--- src/hdl/ole_pkg.sv ---
`timescale 1ns / 1ps
`default_nettype none
// ----------------------------------------------------------------------------
// ole_pkg
// Shared types, codes and defaults for the ordered list engine.
// ----------------------------------------------------------------------------
package ole_pkg;

    localparam int CAPACITY_DEF    = 64;
    localparam int VALUE_WIDTH_DEF = 32;
    localparam int GROUP_SIZE      = 8;

    typedef enum logic [2:0] {
        OP_APPEND = 3'd0,
        OP_INSERT = 3'd1,
        OP_REMOVE = 3'd2,
        OP_POP    = 3'd3,
        OP_SEARCH = 3'd4
    } op_t;

    typedef enum logic [2:0] {
        ST_OK       = 3'd0,
        ST_FULL     = 3'd1,
        ST_EMPTY    = 3'd2,
        ST_BADPOS   = 3'd3,
        ST_NOTFOUND = 3'd4
    } status_t;

    typedef enum logic [1:0] {
        CELL_HOLD    = 2'd0,
        CELL_INSERT  = 2'd1,
        CELL_REMOVE  = 2'd2,
        CELL_COMPARE = 2'd3
    } cell_op_t;

    typedef struct packed {
        logic done;
        logic found;
    } scan_stat_t;

endpackage

`default_nettype wire

--- src/hdl/ole_scan.sv ---
`timescale 1ns / 1ps
`default_nettype none
// ----------------------------------------------------------------------------
// ole_scan
// Walks the registered hit vector eight cells a cycle, lowest group first.
// ----------------------------------------------------------------------------
module ole_scan #(
    parameter int CAPACITY = ole_pkg::CAPACITY_DEF,
    parameter int CNT_W    = 7,
    parameter int IDX_W    = 6
) (
    input  wire                 aclk,
    input  wire                 aresetn,
    input  wire                 start,
    input  wire [CNT_W-1:0]     count,
    input  wire [CAPACITY-1:0]  hits,
    output ole_pkg::scan_stat_t stat,
    output logic [IDX_W-1:0]    index
);
    import ole_pkg::*;

    localparam int NGRP  = (CAPACITY + GROUP_SIZE - 1) / GROUP_SIZE;
    localparam int GRP_W = (NGRP > 1) ? $clog2(NGRP) : 1;
    localparam int PAD_W = NGRP * GROUP_SIZE;
    localparam int FULL_W = GRP_W + 3;

    logic               busy_reg, busy_next;
    logic [GRP_W-1:0]   grp_reg, grp_next;
    logic [GRP_W-1:0]   last_reg, last_next;

    logic [PAD_W-1:0]      hits_pad;
    logic [GROUP_SIZE-1:0] grp_bits;
    logic [2:0]            enc;
    logic [CNT_W-1:0]      cnt_m1;
    logic [CNT_W+2:0]      last_wide;
    logic [FULL_W-1:0]     full_idx;

    assign hits_pad  = PAD_W'(hits);
    assign grp_bits  = hits_pad[grp_reg * GROUP_SIZE +: GROUP_SIZE];
    assign cnt_m1    = count - CNT_W'(1);
    assign last_wide = {3'b000, cnt_m1} >> 3;

    // lowest set bit in the current group
    always_comb begin
        enc = 3'd0;
        for (int i = GROUP_SIZE - 1; i >= 0; i--) begin
            if (grp_bits[i]) begin
                enc = 3'(i);
            end
        end
    end

    assign full_idx   = {grp_reg, enc};
    assign index      = full_idx[IDX_W-1:0];
    assign stat.found = |grp_bits;
    assign stat.done  = busy_reg && ((|grp_bits) || (grp_reg == last_reg));

    always_comb begin
        busy_next = busy_reg;
        grp_next  = grp_reg;
        last_next = last_reg;
        if (start) begin
            busy_next = 1'b1;
            grp_next  = '0;
            last_next = last_wide[GRP_W-1:0];
        end else if (stat.done) begin
            busy_next = 1'b0;
        end else if (busy_reg) begin
            grp_next = grp_reg + GRP_W'(1);
        end
    end

    always_ff @(posedge aclk) begin
        if (!aresetn) begin
            busy_reg <= 1'b0;
        end else begin
            busy_reg <= busy_next;
        end
        grp_reg  <= grp_next;
        last_reg <= last_next;
    end

endmodule

`default_nettype wire

--- config.mk ---
export PLATFORM = sky130hd
export DESIGN_NAME = ole_scan
export DESIGN_NICKNAME = d
export VERILOG_FILES = /design/src/hdl/ole_pkg.sv /design/src/hdl/ole_scan.sv
export SDC_FILE = /design/constraint.sdc
export NUM_CORES = 1
export LEC_CHECK = 0
export BUFFER_PORTS_ARGS = -buffer_cell sky130_fd_sc_hd__buf_2
export CAP_MARGIN = 20
export CORE_MARGIN = 2
export CORE_UTILIZATION = 30
export DETAILED_ROUTE_END_ITERATION = 12
export PLACE_DENSITY = 0.7
export SKIP_CTS_REPAIR_TIMING = 1
export SYNTH_ARGS = -nofsm -noshare
export SYNTH_HDL_FRONTEND = slang
export SYNTH_SLANG_ARGS = --single-unit
--- constraint.sdc ---
create_clock -name aclk -period 2.95 [get_ports aclk]
set_clock_uncertainty 0.05 [all_clocks]
set_input_delay 0.295 -clock aclk [delete_from_list [all_inputs] [get_ports aclk]]
set_output_delay 0.295 -clock aclk [all_outputs]
set_load 0.01 [all_outputs]
==> results of run 1 <==
[power groups by stage]
stage	Sequential, mW	Clock (mW)	Combinational (mW)
3_5_place_dp	0.110	0	0.103
2_1_floorplan	0.110	0	0.0455
6_report	0.109	0.0850	0.103
4_1_cts	0.109	0.0890	0.103
3_3_place_gp	0.110	0	0.101
5_1_grt	0.109	0.0933	0.115
[synthesized netlist by cell type (all sizes together)]
cell type,number,area (um^2)
mux2i,25,250
nand2,13,48.8
nand3,13,65.1
buf,6,45.0
nor2,6,22.5
mux4,5,113
a21oi,4,20.0
dfxtp,4,80.1
o31ai,4,30.0
xnor2,4,35.0
a22oi,3,22.5
edfxtp,3,90.1
mux2,3,37.5
nand2b,3,26.3
o21ai,3,15.0
or4,3,22.5
a22o,2,17.5
a32o,2,20.0
and2,2,12.5
inv,2,7.51
nand4,2,18.8
nor2b,2,12.5
a211o,1,8.76
a21bo,1,10.0
a21boi,1,7.51
and2b,1,7.51
ha,1,12.5
nor3,1,5.00
o211ai,1,7.51
o21a,1,7.51
xor2,1,8.76
[metrics by stage]
stage               total power [mW]  instances  hold slack [ps]
finish                         0.296        250              198
global placement               0.211        246              453
detailed placement             0.213        246              454
CTS                            0.301        250              193
floorplan                      0.156        123              314
global route                   0.317        250              194
[placed cells by master (no fill, tap or decap), types with 2 or more instances in the layout]
cell type	count
sky130_fd_sc_hd__dfxtp_1	3
sky130_fd_sc_hd__xnor2_1	4
sky130_fd_sc_hd__a22o_1	2
sky130_fd_sc_hd__o31ai_1	4
sky130_fd_sc_hd__or4_1	3
sky130_fd_sc_hd__a32o_1	2
sky130_fd_sc_hd__nand3_1	13
sky130_fd_sc_hd__nor2_1	6
sky130_fd_sc_hd__nand2_1	13
sky130_fd_sc_hd__buf_4	2
sky130_fd_sc_hd__o21ai_0	2
sky130_fd_sc_hd__clkbuf_4	3
sky130_fd_sc_hd__inv_1	2
sky130_fd_sc_hd__mux4_2	5
sky130_fd_sc_hd__a22oi_1	3
sky130_fd_sc_hd__mux2_2	2
sky130_fd_sc_hd__nor2b_1	2
sky130_fd_sc_hd__edfxtp_1	3
sky130_fd_sc_hd__nand2b_1	2
sky130_fd_sc_hd__mux2i_1	25
sky130_fd_sc_hd__and2_1	2
sky130_fd_sc_hd__a21oi_1	4
sky130_fd_sc_hd__buf_2	80
[metal layers]
| metal | share of wire [%] | vias up | wire length [um] |
|---|---|---|---|
| met3 | 11 | 0 | 333 |
| li1 | - | 638 | - |
| met1 | 40 | 558 | 1200 |
| met5 | 0 | - | 0 |
| met2 | 49 | 57 | 1460 |
| met4 | 0 | 0 | 0 |
[area by class of cell]
class	count	area [um^2]	share of cell area (%)
multi-input combinational	108	865	55.3
timing repair buffer	83	435	27.9
sequential	7	171	11.0
tap	46	57.6	3.68
clock buffer	4	26.3	1.68
inverter	2	7.51	0.480
[cells by family (layout without fill, tap and decap cells)]
group,after synthesis,count (layout),share of synthesized area (%)
AO/OA/AOI/OAI,23,23,15.3
XOR/XNOR,5,5,4.03
adder cells (fa/ha/maj),1,1,1.15
buffers and inverters,8,89,4.83
flip-flops,7,7,15.7
multiplexers,33,33,36.8
AND/OR/NAND/NOR,46,46,22.2
[worst paths after layout]
| kind | startpoint | endpoint | cells after the start |
|---|---|---|---|
| setup / recovery | grp_reg[0] | index[0] | 7 |
| hold / removal | aresetn | busy_reg | 2 |
| setup reg to reg | grp_reg[1] | grp_reg[0] | 6 |
| hold reg to reg | grp_reg[1] | grp_reg[1] | 2 |
==> flow_summary.ini, run 1 <==
[die]
io-pin-count = 82
die-area_mm2 = 0.00412
floorplan.rows = 21
die_extent_in_x_um = 64.2
initial_core_util_pct = 31.8
floorplan.die.height_um = 64.2
core_area_mm2 = 0.00342

[critical_path]
critPathRequiredTime_ps = 2610
critPathMaxFanout = 8
crit_path_end_kind = output pin
critical_path_arrival_ps = 2410
critical-path-slowest-cell = sky130_fd_sc_hd__mux4_2
timing_worst_setup_path_type = reg2out
r2r_setup_slack_ps = 540
timing.critical_path.from_type = flop
critical-path-max-stage-delay_ps = 540
crit_path_cell_trace = mux4_2, mux2i_1, nor2_1, o211ai_1, a21bo_1, a32o_1, buf_2
path_delay_family = multiplexers
cp.buffers_inverters = 1

[power_and_ir_drop]
p_int_mw = 0.220
leakage_nw = 0.658
switching_share_pct = 25.8
power.net_switching_mw = 0.0764
power.clock.fraction_pct = 28.7
pwr_density_cell_mw_per_mm2 = 189
peakVddDrop_uv = 241
comb_power_share_pct = 34.6
power_frac_seq_pct = 36.7

[finish]
insertedDiodeCount = 0
fin_util_pct = 45.8
final_design_area_no_fill_mm2 = 0.00156
p_r_area_growth_vs_syn_pct = 43.7
nNetsFinal = 280
drive_above_1_share_pct = 47.5
layout.filler_cells = 353

[status]
status = finished clean

[synthesis]
synth_area_mm2 = 0.00109
number_of_storage_elements_in_the_synthesis_netlist = 7
part_of_the_yosys_area_used_for_sequential_elements_pct = 15.7
mappedNetlistNets = 198
post_synthesis_cell_count = 123
synth_area_per_cell_um2 = 8.84
yosysWarningCount = 0
netlist-cell-type-count = 37

[placed_design]
hpwl_um = 2560
finalWeightedCongestion = 0.798
placedInstanceArea_mm2 = 0.00154
place_ws_ps = 466
port_buffers = 80

[global_route]
grt.overflow.total = 0
grt_pass1_vias = 1177
globalRouteTotalUtil_pct = 14.7
grt_start_max_net_pins = 26
globalRouteMet2Util_pct = 28.5
grt_pass1_wl_um = 4930
met1_usage_pct = 15.6
grt_antenna_before_repair = 0
grt_busiest_layer = met2
grt_met3_usage_pct = 4.93

[routing]
detailroute.via_count = 1253
dr.pass1.iters = 4
wl_per_cell_um = 12.0
detailedRoute.firstIterationViolations = 47
drt.antenna.violating_nets = 0
post_drt_via_cell_ratio = 5.01
detailed_route_wl_um = 2990
post-route-drc-count = 0

[cts]
tritoncts = yes
cts.clk_slew.worst_paths_ps = 50
cts-root-buf = sky130_fd_sc_hd__clkbuf_4
cts-htree-levels = 1
cts.sinks = 7
clk-insertion-delay-late_ps = 250
inserted_clock_buffers = 3
max-clock-path-buffers = 2

[sta]
worst_pin_slew_ps = 403
report.final.setup_viol = 0
min_period_over_period_pct = 93.3
finalWorstPathRequiredPeriod_ps = 2750
maxClockFrequency_mhz = 363
slew_viol_final = 0
fin_setup_tns_ps = 0
grt_setup_unrepaired = false
postLayoutSetupSlackWorst_ps = 196
finalHoldViolCount = 0
slew_headroom_pct = 73.0

[min_path]
hold_class = in2reg

[run]
cap_viol_max_count = 0
Power figures use the tool's default switching activity.
==> inputs of run 2 (changes only) <==
- REMOVE_ABC_BUFFERS: not set -> 1
- SLEW_MARGIN: not set -> 10
==> run 2 against run 1 <==
  * First-iteration DRC count shrank 13%
  * Global-route usage grew 0.24 points
  * Sequential power is essentially flat
  * Combinational power is essentially flat
  * Sequential share of layout area grew 0.054 points
  * Utilization grew 0.11 points
  * Count of clock-buffer cells in the layout is the same
  * Cell area grew 0.24%
  * Critical endpoint unchanged
==> flow_summary.ini, run 2 (synthesis results as in run 1) <==
[critical_path]
r2r_start = grp_reg[1]
critPathRequiredTime_ps = 2610
critical_path_arrival_ps = 2340
timing_worst_setup_path_type = reg2out
r2r_setup_slack_ps = 550
critPathMaxFanout = 12
timing.reg2reg.worst_path_depth = 7
worstReg2RegEnd = grp_reg[0]
timing.critical_path.from_type = flop
crit_path_end_kind = output pin

[min_path]
hold-path-endpoint = busy_reg
holdCritStartpoint = aresetn
hold-path-cell-count = 2
hold_class = in2reg

[finish]
insertedDiodeCount = 0
p_r_area_growth_vs_syn_pct = 44.1
seqCellArea_um2 = 173
final_design_area_no_fill_mm2 = 0.00157
most-common-layout-cells = 80 x sky130_fd_sc_hd__buf_2, 25 x sky130_fd_sc_hd__mux2i_1, 13 x sky130_fd_sc_hd__nand2_1, 13 x sky130_fd_sc_hd__nand3_1, 6 x sky130_fd_sc_hd__nor2_1
drive_above_1_share_pct = 48.5
fin_util_pct = 45.9
mostFrequentLayoutCell = sky130_fd_sc_hd__buf_2
nNetsFinal = 282
layout.filler_cells = 365
multiInputGateArea_um2 = 865

[die]
floorplan.die.height_um = 64.2
core_area_mm2 = 0.00342
floorplan.rows = 21
die_extent_in_x_um = 64.2
die-area_mm2 = 0.00412
initial_core_util_pct = 31.8
io-pin-count = 82

[routing]
post_drt_via_cell_ratio = 4.92
dr.pass1.iters = 4
detailed_route_wl_um = 2990
post-route-drc-count = 0
detailroute.via_count = 1239
detailedRoute.firstIterationViolations = 41
drt.antenna.violating_nets = 0
wl_per_cell_um = 11.9

[placed_design]
port_buffers = 80
placedInstanceArea_mm2 = 0.00154
place_ws_ps = 333
finalWeightedCongestion = 0.829
hpwl_um = 2550

[sta]
slew_viol_final = 0
finalHoldViolCount = 0
holdWs_ps = 201
maxClockFrequency_mhz = 372
finalWorstPathRequiredPeriod_ps = 2690
grt_setup_unrepaired = false
min_period_over_period_pct = 91.1
slew_headroom_pct = 73.7
postLayoutSetupSlackWorst_ps = 261
report.final.setup_viol = 0
worst_pin_slew_ps = 393
fin_setup_tns_ps = 0

[global_route]
grt.overflow.total = 0
grt_start_max_net_pins = 17
globalRouteTotalUtil_pct = 14.9
grt_pass1_vias = 1232
grt_antenna_before_repair = 0
grt_pass1_wl_um = 5000

[cts]
cts-root-buf = sky130_fd_sc_hd__clkbuf_4
clk-insertion-delay-late_ps = 250
max-clock-path-buffers = 2
cts.sinks = 7
cts-htree-levels = 1
inserted_clock_buffers = 3
tritoncts = yes
cts.clk_slew.worst_paths_ps = 50

[run]
cap_viol_max_count = 0

[status]
status = finished clean

[power_and_ir_drop]
pwr_density_cell_mw_per_mm2 = 190
leakage_nw = 0.666
peakVddDrop_uv = 193
-- run 2: cell types whose count changed in the layout (fill, tap and decap cells not counted), sizes merged --
cell / delta
buf: +2
-- run 2: metrics by stage --
| stage | power (mW) | cells |
|---|---|---|
| 2_1_floorplan | 0.155 | 117 |
| 3_3_place_gp | 0.212 | 248 |
| 3_5_place_dp | 0.214 | 248 |
| 4_1_cts | 0.305 | 252 |
| 5_1_grt | 0.322 | 252 |
| 6_report | 0.298 | 252 |
-- run 2: how the worst max path moves through the flow --
stage                from    endpoint  slack (ps)  depth (start not counted)
2_1_floorplan  grp_reg[1]  grp_reg[2]          70                          5
5_1_grt        grp_reg[0]    index[0]          40                          7
6_report       grp_reg[0]    index[0]         260                          8
3_5_place_dp   grp_reg[0]    index[0]         330                          8
4_1_cts        grp_reg[0]    index[0]          40                          8
3_3_place_gp   grp_reg[0]    index[0]         340                          8
-- run 2: worst max-delay path: stages (launching register included) --
cell                       delay [ps]
sky130_fd_sc_hd__dfxtp_2          490
sky130_fd_sc_hd__buf_4            210
sky130_fd_sc_hd__and2b_1          260
sky130_fd_sc_hd__a22o_1           230
sky130_fd_sc_hd__a211o_1          220
sky130_fd_sc_hd__o211ai_1         120
sky130_fd_sc_hd__a21bo_1          230
sky130_fd_sc_hd__a32o_1           190
sky130_fd_sc_hd__buf_2            140
-- run 2: layout make-up --
class | count | area share (%)
flip-flops and latches | 7 | 11.0
multi-input cells | 108 | 55.2
well taps | 46 | 3.67
inverters | 2 | 0.479
repair buffers | 85 | 28.0
clock buffers | 4 | 1.68
-- run 2: routing by layer --
layer  share of wire [%]  up-vias  wire [um]  global-route usage [%]
met2                  45       67       1350                    27.9
met5                   0        -          0                       0
li1                    -      640          -                       -
met4                0.47        0         14                    2.39
met1                  43      530       1280                    16.6
met3                  11        2        341                    4.75
-- run 2: report_power, final --
| part | internal, mW | leakage [nW] | switching, mW |
|---|---|---|---|
| sequential | 0.106 | 0.0629 | 0.00211 |
| combinational | 0.0622 | 0.588 | 0.0406 |
| clock | 0.0516 | 0.0150 | 0.0347 |
