<file path="config.mk">
export PLATFORM = sky130hd
export DESIGN_NAME = ole_cell
export DESIGN_NICKNAME = d
export VERILOG_FILES = /design/src/hdl/ole_pkg.sv /design/src/hdl/ole_cell.sv
export SDC_FILE = /design/constraint.sdc
export NUM_CORES = 1
export LEC_CHECK = 0
export BUFFER_PORTS_ARGS = -buffer_cell sky130_fd_sc_hd__buf_2
export CORE_MARGIN = 1
export CORE_UTILIZATION = 39
export CTS_CLUSTER_DIAMETER = 40
export CTS_CLUSTER_SIZE = 12
export DETAILED_ROUTE_END_ITERATION = 6
export PLACE_DENSITY = 0.83
export SLEW_MARGIN = 30
export SYNTH_ARGS = -nofsm -noshare
export SYNTH_HDL_FRONTEND = slang
export SYNTH_SLANG_ARGS = --single-unit
</file>
<file path="constraint.sdc">
create_clock -name aclk -period 3.6 [get_ports aclk]
set_input_delay 0.72 -clock aclk [delete_from_list [all_inputs] [get_ports aclk]]
set_output_delay 0.72 -clock aclk [all_outputs]
set_load 0.01 [all_outputs]
</file>
<file path="src/hdl/ole_pkg.sv">
`timescale 1ns / 1ps
`default_nettype none
// ----------------------------------------------------------------------------
// ole_pkg
// Shared types, codes and defaults for the ordered list engine.
// ----------------------------------------------------------------------------
package ole_pkg;

    localparam int CAPACITY_DEF    = 64;
    localparam int VALUE_WIDTH_DEF = 32;
    localparam int GROUP_SIZE      = 8;

    typedef enum logic [2:0] {
        OP_APPEND = 3'd0,
        OP_INSERT = 3'd1,
        OP_REMOVE = 3'd2,
        OP_POP    = 3'd3,
        OP_SEARCH = 3'd4
    } op_t;

    typedef enum logic [2:0] {
        ST_OK       = 3'd0,
        ST_FULL     = 3'd1,
        ST_EMPTY    = 3'd2,
        ST_BADPOS   = 3'd3,
        ST_NOTFOUND = 3'd4
    } status_t;

    typedef enum logic [1:0] {
        CELL_HOLD    = 2'd0,
        CELL_INSERT  = 2'd1,
        CELL_REMOVE  = 2'd2,
        CELL_COMPARE = 2'd3
    } cell_op_t;

    typedef struct packed {
        logic done;
        logic found;
    } scan_stat_t;

endpackage

`default_nettype wire

</file>
<file path="src/hdl/ole_cell.sv">
`timescale 1ns / 1ps
`default_nettype none
// ----------------------------------------------------------------------------
// ole_cell
// One list slot: holds a word, shifts with its neighbors, compares on search.
// ----------------------------------------------------------------------------
module ole_cell #(
    parameter int INDEX       = 0,
    parameter int VALUE_WIDTH = ole_pkg::VALUE_WIDTH_DEF,
    parameter int CNT_W       = 7
) (
    input  wire                   aclk,
    input  ole_pkg::cell_op_t     op,
    input  wire [CNT_W-1:0]       pos,
    input  wire [CNT_W-1:0]       count,
    input  wire [VALUE_WIDTH-1:0] word,
    input  wire [VALUE_WIDTH-1:0] left_data,
    input  wire [VALUE_WIDTH-1:0] right_data,
    output logic [VALUE_WIDTH-1:0] data,
    output logic                  hit
);
    import ole_pkg::*;

    localparam logic [CNT_W-1:0] MY_IDX = CNT_W'(INDEX);

    logic [VALUE_WIDTH-1:0] data_reg;
    logic                   hit_reg;

    always_ff @(posedge aclk) begin
        case (op)
            CELL_INSERT: begin
                if (pos == MY_IDX) begin
                    data_reg <= word;
                end else if (pos < MY_IDX) begin
                    data_reg <= left_data;
                end
            end
            CELL_REMOVE: begin
                // close the gap: this slot and everything above take the upper neighbor
                if (pos <= MY_IDX) begin
                    data_reg <= right_data;
                end
            end
            CELL_COMPARE: begin
                hit_reg <= (data_reg == word) && (MY_IDX < count);
            end
            default: begin
            end
        endcase
    end

    assign data = data_reg;
    assign hit  = hit_reg;

endmodule

`default_nettype wire

</file>
==> reports/results.ini, run 1 <==
[setup_path]
arrival_ns = 1.93
critical_path_class = primary input to flop
reg2reg_depth = 4
crit_fanout = 33
end_kind = flop
slowest_stage = buf_4
crit_chain = buf_2 -> inv_1 -> ha_1 -> buf_4 -> nor2_1 -> a21oi_1 -> nor2_2 -> buf_4
cpMostUsedCell = buf_4
cp-start-kind = primary input
slowest_delay_ns = 0.28
r2r_slack_ns = 1.97
timing.rr.start = data[19]
timing.rr.end = hit
cp.required_ns = 3.56

[min_path]
min_from = data[29]
worstHoldPathCells = 3
holdPathEnd = hit
hold_class = flop to flop

[place]
dp_cells = 288
dpl-instance-area_mm2 = 0.002462
dpl.hpwl_mm = 3.220
finalWeightedCongestion = 0.7567
preCtsSetupSlack_ns = 1.321
io_buffers = 113

[die]
num_io_pins = 146
die_h_um = 70.42
die_w_um = 70.42
rows = 24
die_area_mm2 = 0.004958
start_util_pct = 41.35
coreArea_mm2 = 0.004414

[power_and_ir_drop]
internal_power_mw = 0.7335
powerDensity_mw_per_mm2 = 393.5
total_power_mw = 1.001
p_sw_share_pct = 26.75
power.net_switching_mw = 0.2679
combPwrFrac_pct = 22.9
clkPwrFrac_pct = 26.2
seqPwrFrac_pct = 50.9
power_leakage_nw = 1.114
ir_worst_vdd_mv = 0.2016

[detailed_routing]
firstDrtPassIters = 3
route.final.wire_length_mm = 4.012
via_per_inst = 4.770
via_count = 1412
drtAntennaViolNets = 0
drc = 0
drt-wirelength-per-cell_um = 13.55
drtIter0Drc = 48

[global_route]
antenna_found_initial = 0
grt_pass1_wl_mm = 6.444
grt_usage_pct = 16.99
grt_overflow_total = 0
first_global_vias = 1383
grt_max_degree = 34

[timing]
setup_violations = 0
max_slew_margin_pct = 71.64
timing.final.crit_share_pct = 54.78
holdWs_ns = 0.7247
grt_setup_unrepaired = false
setup_ws_ns = 1.628
finalHoldViolCount = 0
maxSlewViolCount = 0
fin_setup_tns_ns = 0
tightest_slew_ns = 0.4254
fmax_ghz = 0.5071
fin_crit_ns = 1.972
fin_skew_ns = 0.002500

[logic_synthesis]
syn_avg_cell_area_um2 = 14.72
synth_seq_area_share_pct = 54.28
synth.distinct_cells = 16
async_reset_ff_share_pct = 0
syn-cell-area_mm2 = 0.001826
synth_top_area_cell = edfxtp_1
yosys.cell_count.top_type = edfxtp_1
netlist_instances = 124
synth-seq-cells = 33
synth.top_cells.by_count = edfxtp_1, mux2_2, xor2_1
ys_warn_count = 0
dominantRegCellSynth = edfxtp_1
synth_edf_count = 33
yosys-top-cells-area = edfxtp_1, mux2_2, xor2_1
synth_top_area_share_pct = 54.28
syn_nets = 240

[finish]
drive_gt1_share_pct = 65.57
final_util_pct = 57.65
area_growth_pct = 39.41
largest_reg_flops = 32
diodes = 0
nets = 359
fin_cells = 296
final_area_mm2 = 0.002545

[cts]
clk_pin_slew_worst_paths_ns = 0.07
cts_root_buf = clkbuf_8
clock_sinks = 33
clock_path_buffers = 2
cts_tree = built
htree_levels = 2
postCtsSetupBuffers = 0
cts_buffers = 5
cts_resized = 0
hold_buffers = 0
clk_latency_ns = 0.28

[run]
max_cap_violations = 0

[outcome]
status = complete, no violations

cells by family (layout without fill, tap and decap cells):
kind of cell / Yosys count / count (layout) / share of synthesized area (%)
muxes: 32 / 32 / 19.74
adders and majority gates: 3 / 3 / 2.056
AOI/OAI and AO/OA: 2 / 2 / 1.096
buffers and inverters: 6 / 126 / 1.439
and+or+nand+nor: 16 / 16 / 6.032
DFF: 33 / 33 / 54.28
xor gates and xnor gates: 32 / 32 / 15.35
worst max-delay path, delay by kind of cell:
kind	cells	cell delay [ns]
buffers and inverters	4	0.69
and+or+nand+nor	2	0.26
adders and majority gates	1	0.18
AOI/OAI and AO/OA	1	0.06
how the worst max path moves through the flow:
stage                      from        to  slack, ns  cells after the start
final                     op[0]   data[6]       1.63                      8
after global routing      op[0]   data[6]       1.47                      8
after CTS                 op[0]   data[6]       1.62                      8
after detailed placement  op[0]  data[15]       1.32                      8
after global placement    op[0]  data[13]       1.34                      8
after floorplan           op[0]   data[0]       0.42                      7
routing by layer:
metal	wire (um)	GRT usage, %	vias to the layer above
li1	-	-	704
met4	41	5.333	0
met3	314	4.762	7
met2	2098	30.79	68
met1	1558	19.03	633
met5	0	0	-
layout by cell type (no fill, tap or decap), drive strengths merged:
cell and count:
buf 116, edfxtp 33, mux2 32, xor2 28, nor4 9, clkbuf 6, xnor2 4, ha 3
inv 2, nor3 2, nand4 2, clkinv 2, nor2 2, nand3 1, a2111oi 1, a21oi 1
power groups by stage:
| stage | Clock [mW] | Combinational (mW) | Sequential, mW |
|---|---|---|---|
| 2_1_floorplan | 0 | 0.0957 | 0.541 |
| 3_3_place_gp | 0 | 0.229 | 0.515 |
| 3_5_place_dp | 0 | 0.233 | 0.518 |
| 4_1_cts | 0.272 | 0.233 | 0.510 |
| 5_1_grt | 0.289 | 0.253 | 0.515 |
| 6_report | 0.262 | 0.229 | 0.510 |
area by class of cell:
cell class	instances	area (um2)
Sequential cell	33	991.0
Multi-Input combinational cell	85	810.8
Timing Repair Buffer	116	588.1
Fill cell	369	1869
Clock buffer	6	72.57
Inverter	2	7.507
Tap cell	52	65.06
Clock inverter	2	10.01
(Power assumes the default switching activity.)
==> inputs of run 2 (changes only) <==
--- a/config.mk
+++ b/config.mk
@@ -7,11 +7,11 @@
 export LEC_CHECK = 0
 export BUFFER_PORTS_ARGS = -buffer_cell sky130_fd_sc_hd__buf_2
 export CORE_MARGIN = 1
-export CORE_UTILIZATION = 39
+export CORE_UTILIZATION = 35
 export CTS_CLUSTER_DIAMETER = 40
 export CTS_CLUSTER_SIZE = 12
 export DETAILED_ROUTE_END_ITERATION = 6
-export PLACE_DENSITY = 0.83
+export PLACE_DENSITY = 0.79
 export SLEW_MARGIN = 30
 export SYNTH_ARGS = -nofsm -noshare
 export SYNTH_HDL_FRONTEND = slang
==> constraint.sdc (replaced) <==
create_clock -name aclk -period 1.7 [get_ports aclk]
set_input_delay 0.34 -clock aclk [delete_from_list [all_inputs] [get_ports aclk]]
set_output_delay 0.34 -clock aclk [all_outputs]
set_load 0.01 [all_outputs]
==> reports/results.ini, run 2 (synthesis results as in run 1) <==
[timing]
fin_skew_ns = 0.005456  ; +0.002957 ns
fin_crit_ns = 1.620
setup_violations = 0  ; unchanged
finalHoldViolCount = 0  ; unchanged
fmax_ghz = 0.6173
tightest_slew_ns = 0.3995  ; -0.02592 ns
maxSlewViolCount = 0  ; unchanged
grt_setup_unrepaired = true
timing.final.crit_share_pct = 95.30
max_slew_margin_pct = 73.12  ; +1.5 points
holdWs_ns = 0.3587  ; -0.3660 ns

[detailed_routing]
drtIter0Drc = 32  ; -33%
drc = 0  ; unchanged
drtAntennaViolNets = 0  ; unchanged
firstDrtPassIters = 4  ; +1
drt-wirelength-per-cell_um = 13.49  ; -0.48%
via_per_inst = 4.502  ; -5.6%
via_count = 1418  ; +0.42%
route.final.wire_length_mm = 4.249  ; +5.9%

[place]
dpl.hpwl_mm = 3.464  ; +7.6%
finalWeightedCongestion = 0.7192  ; -5.0%
io_buffers = 113  ; unchanged
dp_cells = 308  ; +6.9%

[finish]
most-common-layout-cells = buf_2, edfxtp_1, mux2_2
fillerInstances = 442  ; +20%
regArea_um2 = 991.0  ; unchanged
nets = 364  ; +1.4%
mostFrequentLayoutCell = buf_2
largest_reg_flops = 32  ; unchanged
area_growth_pct = 47.57
drive_gt1_share_pct = 67.34  ; +1.8 points
final_util_pct = 55.21  ; -2.4 points
fin_cells = 315  ; +6.4%
multi_input_area_um2 = 839.6  ; +3.5%
diodes = 0  ; unchanged

[global_route]
grt_usage_pct = 16.27  ; -0.72 points
grt_max_degree = 27  ; -21%
grt_overflow_total = 0  ; unchanged
first_global_vias = 1441  ; +4.2%
antenna_found_initial = 0  ; unchanged
grt_pass1_wl_mm = 6.423  ; -0.33%

[setup_path]
cp.required_ns = 1.79  ; -1.77 ns
reg2reg_depth = 4  ; unchanged
critical_path_class = flop to flop
timing.rr.end = hit
end_kind = flop
cp-start-kind = flop
r2r_slack_ns = 0.08  ; -1.89 ns
timing.rr.start = data[8]
arrival_ns = 1.71  ; -0.22 ns
crit_fanout = 2  ; -94%

[run]
max_cap_violations = 0  ; unchanged

[die]
coreArea_mm2 = 0.004880  ; +11%
rows = 25  ; +4.2%
start_util_pct = 37.41  ; -3.9 points
num_io_pins = 146  ; unchanged
die_w_um = 74.22  ; +5.4%
die_h_um = 74.22  ; +5.4%
die_area_mm2 = 0.005509  ; +11%

[min_path]
worstHoldPathCells = 2  ; -1
min_from = right_data[10]
hold_class = primary input to flop
holdPathEnd = data[10]

[cts]
htree_levels = 2  ; unchanged
cts_resized = 0  ; unchanged
hold_buffers = 0  ; unchanged
clk_latency_ns = 0.28  ; about the same
clock_path_buffers = 2  ; unchanged
cts_buffers = 5  ; unchanged
clk_pin_slew_worst_paths_ns = 0.07  ; about the same
cts_tree = built
cts_root_buf = clkbuf_8
postCtsSetupBuffers = 0  ; unchanged
clock_sinks = 33  ; unchanged

[power_and_ir_drop]
powerDensity_mw_per_mm2 = 803.4  ; +100%
ir_worst_vdd_mv = 0.4894  ; +140%
power_leakage_nw = 1.155  ; +3.7%

[outcome]
status = complete, no violations

run 2: cell count changes in the layout (fill, tap and decap cells not counted), sizes merged:
cell	change
clkinv	-1
buf	+5
run 2: worst max-delay path, stage by stage, from the launching register on:
cell       delay (ns)
edfxtp_1         0.41
xor2_1           0.17
nor4_2           0.33
nand3_1          0.18
a2111oi_2        0.34
run 2: through the flow:
stage               TNS [ns]  worst slack (ns)  area, um2  power [mW]
floorplan             -3.160          -0.09875       1884       1.362
global placement           0           0.01440       2618       1.627
detailed placement  -0.01311          -0.01311       2618       1.643
CTS                        0           0.01610       2694       2.202
global route        -0.06764          -0.06764       2694       2.287
finish                     0           0.07991       2694       2.164
run 2: final cells by class:
type / instances / area share, %
Clock inverter: 1 / 0.1393
Tap cell: 67 / 3.112
Clock buffer: 6 / 2.694
Timing Repair Buffer: 121 / 25.55
Multi-Input combinational cell: 85 / 31.17
Sequential cell: 33 / 36.79
Inverter: 2 / 0.5574
run 2: how the worst max path moves through the flow:
stage                     cells after the start       to     start  slack (ns)
final                                         4      hit   data[8]        0.08
after global routing                          4      hit   data[8]       -0.07
after CTS                                     5      hit  data[30]        0.02
after detailed placement                      5      hit  word[27]       -0.01
after global placement                        5      hit  word[27]        0.01
after floorplan                               7  data[0]     op[0]        -0.1
run 2: metal layers:
layer  vias up  share of wire (%)  track usage (%)
li1        714                  -                -
met1       633                 38            17.32
met2        69                 54            29.80
met3         2                6.8            6.098
met4         0               0.64            5.031
met5         -                  0                0
run 2: power breakdown:
part	total [mW]	switching, mW	internal [mW]
registers	1.08	0.0615	1.02
clock network	0.549	0.273	0.276
logic	0.536	0.250	0.286
total	2.16	0.584	1.58
==> inputs of run 3 (changes only) <==
--- a/config.mk
+++ b/config.mk
@@ -11,7 +11,7 @@
 export CTS_CLUSTER_DIAMETER = 40
 export CTS_CLUSTER_SIZE = 12
 export DETAILED_ROUTE_END_ITERATION = 6
-export PLACE_DENSITY = 0.79
+export PLACE_DENSITY = 0.76
 export SLEW_MARGIN = 30
 export SYNTH_ARGS = -nofsm -noshare
 export SYNTH_HDL_FRONTEND = slang
==> reports/results.ini, run 3 (synthesis results as in run 1) <==
[timing]
fin_crit_ns = 1.650  ; +0.03002 ns
finalHoldViolCount = 0  ; unchanged
maxSlewViolCount = 0  ; unchanged
fmax_ghz = 0.6060  ; -1.8%
max_slew_margin_pct = 63.80  ; -9.3 points
setup_violations = 0  ; unchanged
tightest_slew_ns = 0.5380  ; +0.1385 ns
holdWs_ns = 0.3514  ; -0.007237 ns
grt_setup_unrepaired = true
fin_skew_ns = 0.006783  ; +0.001327 ns
timing.final.crit_share_pct = 97.07  ; +1.8 points
fin_setup_tns_ns = 0  ; unchanged

[run]
max_cap_violations = 0  ; unchanged

[setup_path]
reg2reg_depth = 4  ; unchanged
crit_fanout = 2  ; unchanged
arrival_ns = 1.73  ; +0.02 ns
cp-start-kind = flop
end_kind = flop
critical_path_class = flop to flop
timing.rr.end = hit
cp.required_ns = 1.78  ; about the same
timing.rr.start = data[18]
r2r_slack_ns = 0.05  ; -0.03 ns

[place]
finalWeightedCongestion = 0.6787  ; -5.6%
io_buffers = 113  ; unchanged
dpl.hpwl_mm = 3.446  ; -0.51%
dpl-instance-area_mm2 = 0.002620  ; about the same

[power_and_ir_drop]
ir_worst_vdd_mv = 0.4453  ; -9.0%
power.net_switching_mw = 0.6087  ; +4.2%
clkPwrFrac_pct = 26.3  ; +1.0 points
powerDensity_mw_per_mm2 = 810.7  ; +0.91%
power_leakage_nw = 1.167  ; +1.1%
p_sw_share_pct = 27.65  ; +0.68 points
internal_power_mw = 1.592  ; +0.76%
seqPwrFrac_pct = 49.0  ; -0.9 points
combPwrFrac_pct = 24.7  ; about the same

[detailed_routing]
drtIter0Drc = 24  ; -25%
drc = 0  ; unchanged
via_per_inst = 4.585  ; +1.9%
via_count = 1458  ; +2.8%
firstDrtPassIters = 4  ; unchanged
drtAntennaViolNets = 0  ; unchanged
drt-wirelength-per-cell_um = 13.30  ; -1.4%
route.final.wire_length_mm = 4.228  ; -0.49%

[die]
num_io_pins = 146  ; unchanged
die_h_um = 74.22  ; unchanged
die_w_um = 74.22  ; unchanged
die_area_mm2 = 0.005509  ; unchanged
start_util_pct = 37.41  ; unchanged
rows = 25  ; unchanged
coreArea_mm2 = 0.004880  ; unchanged

[cts]
cts_root_buf = clkbuf_8
clock_sinks = 33  ; unchanged
htree_levels = 2  ; unchanged
hold_buffers = 0  ; unchanged
cts_buffers = 5  ; unchanged
cts_tree = built
clock_path_buffers = 2  ; unchanged
clk_pin_slew_worst_paths_ns = 0.07  ; about the same
clk_latency_ns = 0.28  ; about the same
postCtsSetupBuffers = 0  ; unchanged

[finish]
drive_gt1_share_pct = 68.13  ; +0.79 points
mostFrequentLayoutCell = buf_2
fillerInstances = 434  ; -1.8%
regArea_um2 = 991.0  ; unchanged
most-common-layout-cells = buf_2, edfxtp_1, mux2_2
area_growth_pct = 48.73
diodes = 0  ; unchanged
multi_input_area_um2 = 852.1  ; +1.5%
largest_reg_flops = 32  ; unchanged
final_area_mm2 = 0.002715  ; +0.79%
nets = 366  ; +0.55%

[global_route]
grt_overflow_total = 0  ; unchanged
antenna_found_initial = 0  ; unchanged
grt_pass1_wl_mm = 6.023  ; -6.2%
grt_max_degree = 21  ; -22%
grt_usage_pct = 15.10  ; -1.2 points
first_global_vias = 1401  ; -2.8%

[min_path]
min_from = right_data[25]
worstHoldPathCells = 2  ; unchanged
holdPathEnd = data[25]
hold_class = primary input to flop

[outcome]
status = complete, no violations

==> run 3: cell count changes in the layout (fill, tap and decap cells not counted) <==
cell / previous run / this run
buf_4: 3 / 6
clkinv_2: 0 / 2
a2111oi_2: 1 / 0
a2111oi_4: 0 / 1
buf_12: 5 / 4
clkinv_1: 1 / 0
==> run 3: worst max path at each step <==
stage / start / to / slack, ns
4_1_cts: data[30] / hit / 0.0007
5_1_grt: data[24] / hit / -0.05
2_1_floorplan: op[0] / data[0] / -0.1
3_3_place_gp: word[17] / hit / -0.05
6_report: data[18] / hit / 0.05
3_5_place_dp: word[18] / hit / -0.05
==> run 3: layout make-up <==
| class | count | share of cell area (%) |
|---|---|---|
| Tap cell | 67 | 3.088 |
| Inverter | 2 | 0.5530 |
| Multi-Input combinational cell | 85 | 31.38 |
| Sequential cell | 33 | 36.50 |
| Clock buffer | 6 | 2.673 |
| Timing Repair Buffer | 123 | 25.44 |
| Clock inverter | 2 | 0.3687 |
==> run 3: worst max-delay path, stage by stage (launching register included) <==
cell and delay [ns]:
edfxtp_1 0.40, xor2_1 0.17, nor4_2 0.31, nand3_1 0.19
a2111oi_4 0.37
==> run 3: layer usage <==
layer  GRT usage (%)  vias to the layer above  part of all wire, %
met5               0                        -                    0
met4           6.499                        0                 0.69
met3           4.878                        2                  6.9
met2           26.06                       66                   53
met1           17.18                      674                   39
li1                -                      716                    -
==> run 3: timing repair <==
action,CTS,global route
gates resized for setup,1,0
endpoints found under the hold margin,0,0
endpoints found under the setup margin,1,1
pin swaps,0,1
gates cloned,0,0
==> run 3: power by group through the flow <==
stage	Combinational [mW]	Clock, mW	Sequential [mW]
after floorplan	0.220	0	1.14
after global placement	0.540	0	1.09
after detailed placement	0.549	0	1.10
after CTS	0.552	0.605	1.08
after global routing	0.594	0.628	1.09
final	0.543	0.580	1.08
==> run 3: per-stage QoR <==
step / util [%] / setup slack, ns / total power [mW] / instances
after floorplan: - / -0.09875 / 1.362 / 124
after global placement: 53.69 / -0.05434 / 1.631 / 310
after detailed placement: 53.69 / -0.05457 / 1.647 / 310
after CTS: 55.64 / 0.0006720 / 2.237 / 318
after global routing: 55.64 / -0.04832 / 2.313 / 318
final: 55.64 / 0.04989 / 2.201 / 318
